File: src/rtl/core/psieve_pkg.sv
// Types, constants and control store for the prime sieve table.
`default_nettype none

package psieve_pkg;

  localparam int VAL_W     = 12;         // limit and prime value width
  localparam int IDX_W     = 10;         // read index width
  localparam int CNT_OUT_W = 11;         // prime count width on the result
  localparam int EXT_W     = VAL_W + 1;  // room for sums that pass the limit
  localparam int STEP_W    = 4;

  localparam logic OPER_BUILD = 1'b0;
  localparam logic OPER_READ  = 1'b1;

  typedef struct packed {
    logic             operation;
    logic [VAL_W-1:0] limit;
    logic [IDX_W-1:0] index;
  } req_t;

  typedef struct packed {
    logic [VAL_W-1:0]     prime_value;
    logic [CNT_OUT_W-1:0] prime_count;
    logic                 index_valid;
  } rsp_t;

  typedef logic [STEP_W-1:0] step_t;

  // Program addresses.
  localparam step_t S_IDLE       = 4'd0;
  localparam step_t S_DISPATCH   = 4'd1;
  localparam step_t S_CHECK      = 4'd2;
  localparam step_t S_START      = 4'd3;
  localparam step_t S_CLEAR      = 4'd4;
  localparam step_t S_D_INIT     = 4'd5;
  localparam step_t S_D_TEST     = 4'd6;
  localparam step_t S_D_CHECK    = 4'd7;
  localparam step_t S_MARK       = 4'd8;
  localparam step_t S_D_NEXT     = 4'd9;
  localparam step_t S_SCAN_INIT  = 4'd10;
  localparam step_t S_SCAN_FIRST = 4'd11;
  localparam step_t S_SCAN       = 4'd12;
  localparam step_t S_RESP       = 4'd13;
  localparam step_t S_READ       = 4'd14;
  localparam step_t S_READ_RESP  = 4'd15;

  typedef enum logic [3:0] {
    OP_NOP,
    OP_CAPTURE,
    OP_START,
    OP_CLEAR,
    OP_D_INIT,
    OP_D_READ,
    OP_M_INIT,
    OP_MARK,
    OP_D_NEXT,
    OP_N_INIT,
    OP_SCAN_RD,
    OP_SCAN,
    OP_RESP,
    OP_LIST_RD,
    OP_RESP_READ
  } dp_op_e;

  typedef enum logic [3:0] {
    COND_NEVER,
    COND_ALWAYS,
    COND_NO_REQ,
    COND_IS_READ,
    COND_NO_BUILD,
    COND_CLR_MORE,
    COND_SQ_OVER,
    COND_COMPOSITE,
    COND_MARK_MORE,
    COND_LIM_SMALL,
    COND_SCAN_MORE,
    COND_OUT_BUSY
  } cond_e;

  typedef struct packed {
    dp_op_e op;
    cond_e  cond;
    step_t  target;
    logic   last;    // fall back to idle when the jump is not taken
  } ctrl_t;

  typedef struct packed {
    logic in_fire;
    logic is_read;
    logic build_needed;
    logic clr_more;
    logic sq_over;
    logic composite;
    logic mark_more;
    logic lim_small;
    logic scan_more;
    logic out_busy;
  } status_t;

  function automatic ctrl_t ucode_rom(input step_t step);
    ctrl_t w;
    case (step)
      S_IDLE:       w = '{OP_CAPTURE,   COND_NO_REQ,    S_IDLE,       1'b0};
      S_DISPATCH:   w = '{OP_NOP,       COND_IS_READ,   S_READ,       1'b0};
      S_CHECK:      w = '{OP_NOP,       COND_NO_BUILD,  S_RESP,       1'b0};
      S_START:      w = '{OP_START,     COND_NEVER,     S_IDLE,       1'b0};
      S_CLEAR:      w = '{OP_CLEAR,     COND_CLR_MORE,  S_CLEAR,      1'b0};
      S_D_INIT:     w = '{OP_D_INIT,    COND_NEVER,     S_IDLE,       1'b0};
      S_D_TEST:     w = '{OP_D_READ,    COND_SQ_OVER,   S_SCAN_INIT,  1'b0};
      S_D_CHECK:    w = '{OP_M_INIT,    COND_COMPOSITE, S_D_NEXT,     1'b0};
      S_MARK:       w = '{OP_MARK,      COND_MARK_MORE, S_MARK,       1'b0};
      S_D_NEXT:     w = '{OP_D_NEXT,    COND_ALWAYS,    S_D_TEST,     1'b0};
      S_SCAN_INIT:  w = '{OP_N_INIT,    COND_LIM_SMALL, S_RESP,       1'b0};
      S_SCAN_FIRST: w = '{OP_SCAN_RD,   COND_NEVER,     S_IDLE,       1'b0};
      S_SCAN:       w = '{OP_SCAN,      COND_SCAN_MORE, S_SCAN,       1'b0};
      S_RESP:       w = '{OP_RESP,      COND_OUT_BUSY,  S_RESP,       1'b1};
      S_READ:       w = '{OP_LIST_RD,   COND_NEVER,     S_IDLE,       1'b0};
      S_READ_RESP:  w = '{OP_RESP_READ, COND_OUT_BUSY,  S_READ_RESP,  1'b1};
      default:      w = '{OP_NOP,       COND_NEVER,     S_IDLE,       1'b1};
    endcase
    return w;
  endfunction

endpackage

`default_nettype wire

File: src/rtl/core/psieve_seq.sv
// Step counter and conditional branch logic over the control store.
`default_nettype none

module psieve_seq (
  input  wire                 clk_i,
  input  wire                 rst_ni,
  input  psieve_pkg::status_t stat_i,
  output psieve_pkg::ctrl_t   ctrl_o
);
  import psieve_pkg::*;

  step_t upc_q, upc_d;
  ctrl_t ctrl;
  logic  take;

  assign ctrl   = ucode_rom(upc_q);
  assign ctrl_o = ctrl;

  always_comb begin
    case (ctrl.cond)
      COND_NEVER:     take = 1'b0;
      COND_ALWAYS:    take = 1'b1;
      COND_NO_REQ:    take = !stat_i.in_fire;
      COND_IS_READ:   take = stat_i.is_read;
      COND_NO_BUILD:  take = !stat_i.build_needed;
      COND_CLR_MORE:  take = stat_i.clr_more;
      COND_SQ_OVER:   take = stat_i.sq_over;
      COND_COMPOSITE: take = stat_i.composite;
      COND_MARK_MORE: take = stat_i.mark_more;
      COND_LIM_SMALL: take = stat_i.lim_small;
      COND_SCAN_MORE: take = stat_i.scan_more;
      COND_OUT_BUSY:  take = stat_i.out_busy;
      default:        take = 1'b0;
    endcase
  end

  always_comb begin
    if (take) begin
      upc_d = ctrl.target;
    end else if (ctrl.last) begin
      upc_d = S_IDLE;
    end else begin
      upc_d = upc_q + step_t'(1);
    end
  end

  always_ff @(posedge clk_i or negedge rst_ni) begin
    if (!rst_ni) begin
      upc_q <= S_IDLE;
    end else begin
      upc_q <= upc_d;
    end
  end

endmodule

`default_nettype wire

File: config.mk
export PLATFORM = sky130hd
export DESIGN_NAME = psieve_seq
export DESIGN_NICKNAME = d
export VERILOG_FILES = /design/src/rtl/core/psieve_pkg.sv /design/src/rtl/core/psieve_seq.sv
export SDC_FILE = /design/constraint.sdc
export NUM_CORES = 1
export LEC_CHECK = 0
export BUFFER_PORTS_ARGS = -buffer_cell sky130_fd_sc_hd__buf_4
export CAP_MARGIN = 20
export CORE_UTILIZATION = 35
export CTS_CLUSTER_DIAMETER = 150
export DETAILED_ROUTE_END_ITERATION = 16
export PLACE_DENSITY = 0.66
export SYNTH_ARGS = -nofsm -noshare
export SYNTH_HDL_FRONTEND = slang
export SYNTH_SLANG_ARGS = --single-unit
File: constraint.sdc
create_clock -name clk_i -period 5.3 [get_ports clk_i]
set_clock_uncertainty 0.1 [all_clocks]
set_input_delay 1.06 -clock clk_i [delete_from_list [all_inputs] [get_ports clk_i]]
set_output_delay 1.06 -clock clk_i [all_outputs]
set_load 0.02 [all_outputs]
# After elaboration in Yosys (flattened, before gate mapping)
# Memories as Yosys holds them, arrays and structs flattened.
# Index checks and enable logic that the tools add are counted.
classes:
  n_addsub: 1
  eq_ne: 11
  muxes: 3
  n_reduce_logical: 2
op_table:
  columns: ["cell", "n"]
  rows:
  - ["$eq 4x3->1 const B", 4]
  - ["$eq 4x4->1 const B", 4]
  - ["$pmux 1 s11", 1]
  - ["$eq 4x2->1 const B", 2]
  - ["$mux 4", 2]
  - ["$add 4x1->4 const B", 1]
  - ["$eq 4x1->1 const B", 1]
  - ["$logic_not 1->1", 2]
word_totals:
  register_bits: 4
  romBits: 208
  memories: 1
mem_list:
  columns: ["name", "words", "word_bits", "read_ports", "rd_ports_with_merged_regs", "write_ports", "line_no", "rtl"]
  rows:
  - ["(name not given)", 16, 13, 1, 0, 0, "psieve_pkg.sv:102", "case (step)"]

# Depth between registers and ports, before layout
# Gate-level depths: netlist of run 1.
# An unclocked memory read counts as a cell.
logic_depth:
  depth_word: 4
  mapped_depth: 10
  ltp_nobuf: 9

# Worst setup path before layout of run 1
# No wires, ideal clock.
synth_timing:
  path_kind: "register to output"
  from: "register upc_q[0]"
  to: "output ctrl_o[4] in the netlist's numbering"
  arrival_ns: 1.511
  required_time_ns: 4.140
  path_slack_ns: 2.629
  path_stages_with_launch: 5
  path_buffers: 0
  cell_sequence: "dfrtp_1 inv_1 ha_1 mux2i_1 o21ai_0"
synth_rtl:
  columns: ["item", "line_no", "rtl"]
  rows:
  - ["start, declared", "psieve_seq.sv:12", "step_t upc_q, upc_d;"]
  - ["start signal, assigned", "psieve_seq.sv:51", "upc_q <= upc_d;"]
  - ["end, declared", "psieve_seq.sv:8", "output psieve_pkg::ctrl_t ctrl_o"]

==> results of run 1 <==
==> stage by stage <==
step                instance area (sq um)  std cells  hold slack [ns]  utilization, %
floorplan                           671.9         87           0.6300               -
global placement                    847.1        130           0.6587           48.01
detailed placement                  847.1        130           0.7186           48.01
CTS                                 869.6        133           0.5032           49.29
global route                        869.6        133           0.4991           49.29
finish                              869.6        133           0.5087           49.29
==> Yosys cell counts (all sizes together) <==
master   count  area [sq um]
clkbuf       1         3.750
inv          7         26.28
nand2        2         7.510
nor2b        2         12.51
nor3b        3         22.52
or4          1         7.510
dfrtp        4         100.1
xnor2        1         8.760
o211ai       4         30.03
mux2i        3         30.03
o21ai        5         28.78
and3         1         6.260
mux2         4         60.06
a211o        2         17.52
and2b        1         7.510
nand2b       1         6.260
a21oi        8         40.04
nand3        1         5.000
o211a        1         10.01
nor2        14         55.06
a21boi       1         7.510
o221ai       2         17.52
and3b        1         8.760
o21a         2         15.01
o2bb2ai      1         8.760
buf          5         32.53
a211oi       2         15.01
a31oi        1         6.260
ha           6         75.07
==> area by class of cell <==
type / instances / area, sq um / area share, %
repair buffers: 24 / 180.2 / 20.72
clock buffers: 3 / 22.52 / 2.590
flip-flops and latches: 4 / 100.1 / 11.51
well taps: 25 / 31.28 / 3.597
inverters: 7 / 26.28 / 3.022
multi-input cells: 70 / 509.2 / 58.56
==> path summary, 6_finish.rpt <==
path	from	to	slack, ns
max	upc_q[2]	ctrl_o[6]	2.18
min	rst_ni	upc_q[3]	0.51
max reg2reg	upc_q[2]	upc_q[2]	2.30
min reg2reg	upc_q[0]	upc_q[0]	0.74
max in group asynchronous	rst_ni	upc_q[1]	4.49
min in group clk_i	upc_q[0]	upc_q[0]	0.74
==> cell families after synthesis <==
group	share of synthesized area [%]
simple gates	20.67
flops	14.90
buf+inv	9.311
fa+ha+maj	11.17
compound gates	29.24
xor+xnor	1.304
mux	13.41
==> critical path, cell delays in order (launching register included) <==
cell and delay, ns:
dfrtp_1 0.76, ha_1 0.37, nor2_2 0.24, nor2_1 0.12, inv_1 0.09, buf_4 0.14
==> routing by layer <==
| layer | GRT usage [%] | up-vias | routed length [um] |
|---|---|---|---|
| met2 | 26.86 | 26 | 716 |
| met1 | 25.06 | 304 | 765 |
| met4 | 0 | 0 | 0 |
| li1 | - | 354 | - |
| met5 | 0 | - | 0 |
| met3 | 4.762 | 0 | 111 |
==> reports/metrics.yaml, run 1 <==
syn_nets: 105
ios: 25
drc: 0
syn2layout_area_growth_pct: 29.42
placementRows: 15
dieArea_sq_mm: 0.002099
largest_reg_flops: 4
cp_max_fo: 23
period_share_pct: 58.88
syn_area_per_cell_sq_um: 7.723
period_minus_slack_ns: 3.121
seq_area_frac_synth_pct: 14.90
portBuffers: 24
fill_cells: 194
fin_ws_ns: 2.179
grt_max_degree: 24
post_cts_resized: 0
drive_gt1_share_pct: 30.56
setup_viol_count_final: 0
clock_sinks: 4
netlist-cell-type-count: 34
rsz0062_at_grt: "no"
first_global_vias: 598
via_per_inst: 5.143
synthesis.area_sq_um: 671.9
grt-ovfl-total: 0
dp_hpwl_um: 1198
cts_made_buffers: 3
maxSlewViolCount: 0
start_util_pct: 38.09
hold_violations: 0
ctsHoldBuffers: 0
fin_tns_setup_ns: 0
reg2regPathDepth: 7
grtUsageTotal_pct: 17.24
drt_iter0_markers: 22
outcome: "complete, no violations"
gp_congestion: 0.7990
cts.clk_slew.worst_paths_ns: 0.04
clock_latency_ns: 0.24
worstHoldPathType: "primary input to asynchronous set/reset pin"
core_area_sq_mm: 0.001764
clk_path_buf_depth: 2
grt_pass1_wl_um: 2677
maxCapViolCount: 0
layout_commonest_cell: "buf_4"
worst_setup_path_end_kind: "primary output"
relSlewSlack_pct: 55.15
cts_root_buf: "clkbuf_4"
die_h_um: 45.82
fp.dieW_um: 45.82
drtPass1Iterations: 4
dp_slack_ns: 2.320
cts_setup_buffers: 0
crit_required_ns: 4.14
top_regs: "upc_q: 4 flops"
start_kind: "register"
synth_cells: 87
nets: 128
synth_warnings: 0
cts_tree: "yes"
layout_common_cells: "buf_4, nor2_1, a21oi_1, inv_1, ha_1"
wire_per_inst_um: 11.97
drtAntennaViolNets: 0
critical_path_class: "register to primary output"
diodes: 0
worst_slew_pin_slew_ns: 0.6727
vias: 684
critical_path_arrival_ns: 1.96
top_register: "upc_q"
antenna_found_initial: 0
fmax_ghz: 0.3205
totalWireLength_um: 1592
ys_ff_latch: 4
cts.htree.levels: 1
Power of run 1 is not shown: default switching activity piles up to over one toggle a cycle in this logic, so the estimate is an artifact.
==> run 2, diff against run 1 <==
--- a/config.mk
+++ b/config.mk
@@ -10,7 +10,7 @@
 export CORE_UTILIZATION = 35
 export CTS_CLUSTER_DIAMETER = 150
 export DETAILED_ROUTE_END_ITERATION = 16
-export PLACE_DENSITY = 0.66
+export PLACE_DENSITY = 0.68
 export SYNTH_ARGS = -nofsm -noshare
 export SYNTH_HDL_FRONTEND = slang
 export SYNTH_SLANG_ARGS = --single-unit
==> constraint.sdc (replaced) <==
create_clock -name clk_i -period 2.8 [get_ports clk_i]
set_clock_uncertainty 0.1 [all_clocks]
set_input_delay 0.56 -clock clk_i [delete_from_list [all_inputs] [get_ports clk_i]]
set_output_delay 0.56 -clock clk_i [all_outputs]
set_load 0.02 [all_outputs]
==> run 2 against run 1 <==
Compared with the run above: via count rose by 4.1%; worst setup slack got worse by 2.0 ns; flip-flop and latch count did not move; worst hold slack got worse by 0.50 ns; register-to-register slack got worse by 2.2 ns; core utilization rose by 1.5 points; sequential share of layout area fell by 0.34 points; non-clock buffer count rose by 3; cell count rose by 2.3%; design area rose by 3.0%; wire length rose by 7.3%; critical path depth rose by 2.
==> reports/metrics.yaml, run 2 (synthesis results as in run 1) <==
grt_max_degree: 23  # was 24
cts_root_buf: "clkbuf_4"  # unchanged
post-route-util_pct: 50.78  # was 49.29%
vias: 712  # was 684
diodes: 0  # unchanged
grt_pass1_wl_um: 2808  # was 2677 um
gp_congestion: 0.7860  # was 0.7990
dp_hpwl_um: 1369  # was 1198 um
period_minus_slack_ns: 2.662
layout_common_cells: "buf_4, nor2_1, a21oi_1, inv_1, ha_1"  # unchanged
largest_reg_flops: 4  # unchanged
cp_max_fo: 8  # was 23
critical_path_arrival_ns: 2.68  # was 1.96 ns
grt-ovfl-total: 0  # unchanged
cts_made_buffers: 3  # unchanged
die_h_um: 45.82  # unchanged
crit_required_ns: 2.82  # was 4.14 ns
clk_path_buf_depth: 2  # unchanged
fmax_ghz: 0.3757
start_kind: "register"  # unchanged
worst_slew_pin_slew_ns: 0.4518  # was 0.6727 ns
layout_commonest_cell: "buf_4"  # unchanged
cts.clk_slew.worst_paths_ns: 0.04  # about the same
rsz0062_at_grt: "no"  # unchanged
start_util_pct: 38.09  # unchanged
critical_path_class: "register to register"  # was register to primary output
worstHoldPathType: "primary input to asynchronous set/reset pin"  # unchanged
syn2layout_area_growth_pct: 33.33  # was 29.42%
relSlewSlack_pct: 69.70  # was 55.15%
grtUsageTotal_pct: 18.47  # was 17.24%
nets: 131  # was 128
multiInputGateArea_sq_um: 513.0  # was 509.2 sq um
drc: 0  # unchanged
top_register: "upc_q"  # unchanged
core_area_sq_mm: 0.001764  # unchanged
worst_setup_path_end_kind: "register"  # was primary output
cts_tree: "yes"  # unchanged
drt-met1-wl_um: 843  # was 765 um
top_regs: "upc_q: 4 flops"  # unchanged
outcome: "complete, no violations"  # unchanged
wl_met2_um: 789  # was 716 um
clock_latency_ns: 0.24  # about the same
ios: 25  # unchanged
fin_tns_setup_ns: 0  # unchanged
maxSlewViolCount: 0  # unchanged
regArea_sq_um: 100.1  # unchanged
drive_gt1_share_pct: 33.33  # was 30.56%
via_per_inst: 5.235  # was 5.143
hold_violations: 0  # unchanged
fill_cells: 175  # was 194
setup_viol_count_final: 0  # unchanged
dieArea_sq_mm: 0.002099  # unchanged
highest_layer: "met3"  # unchanged
wire_per_inst_um: 12.57  # was 11.97 um
totalWireLength_um: 1709  # was 1592 um
hold_slack_ns: 0.005420  # was 0.5087 ns
period_share_pct: 95.06
maxCapViolCount: 0  # unchanged
clock_sinks: 4  # unchanged
drt_iter0_markers: 13  # was 22
fp.dieW_um: 45.82  # unchanged
drtPass1Iterations: 4  # unchanged
first_global_vias: 648  # was 598
wl_met3_um: 76  # was 111 um
portBuffers: 24  # unchanged
placementRows: 15  # unchanged
cts.htree.levels: 1  # unchanged
drtAntennaViolNets: 0  # unchanged
antenna_found_initial: 0  # unchanged
==> run 2: changes by cell type in the layout (fill, tap and decap cells not counted), sizes merged <==
| cell | change |
|---|---|
| buf | +3 |
==> run 2: worst paths after layout <==
check | start | to | slack, ns | cells after the start
worst max-delay path | upc_q[1] | upc_q[3] | 0.14 | 7
min in group clk_i | upc_q[0] | upc_q[0] | 0.65 | 2
worst max register to register | upc_q[1] | upc_q[3] | 0.14 | 7
worst min-delay path | rst_ni | upc_q[1] | 0.005 | 1
max in group asynchronous | rst_ni | upc_q[3] | 2.49 | 1
worst min register to register | upc_q[0] | upc_q[0] | 0.65 | 2
==> run 2: routing by layer <==
layer / vias to the layer above / track usage [%]
met5: - / 0
met4: 0 / 4.706
met3: 0 / 2.381
met2: 26 / 31.43
met1: 327 / 24.41
li1: 359 / -
==> run 2: area by class of cell <==
type | count | area share [%]
Clock buffer | 3 | 2.514
Inverter | 7 | 2.933
Multi-Input combinational cell | 70 | 57.26
Sequential cell | 4 | 11.17
Tap cell | 25 | 3.492
Timing Repair Buffer | 27 | 22.63
==> run 2: per-stage QoR <==
stage | setup slack, ns | cell area, sq um | instances
final | 0.1383 | 895.9 | 136
after global routing | 0.02643 | 895.9 | 136
after CTS | 0.07910 | 892.1 | 136
after detailed placement | 0.08777 | 869.6 | 133
after global placement | 0.1196 | 869.6 | 133
after floorplan | 0.1783 | 671.9 | 87
==> run 2: critical path, cell delays in order (launching register included) <==
cell      delay (ns)
dfrtp_1         0.44
inv_1           0.10
ha_1            0.40
o211a_1         0.31
o221ai_1        0.21
a21oi_1         0.10
or4_4           0.58
mux2_4          0.31
==> run 2: timing repair <==
item | 4_1_cts | 5_1_grt
hold buffers | 0 | 0
setup buffers | 0 | 0
endpoints found under the setup margin | 0 | 4
gates resized for setup | 0 | 1
Power of run 2 is left out for the same reason.
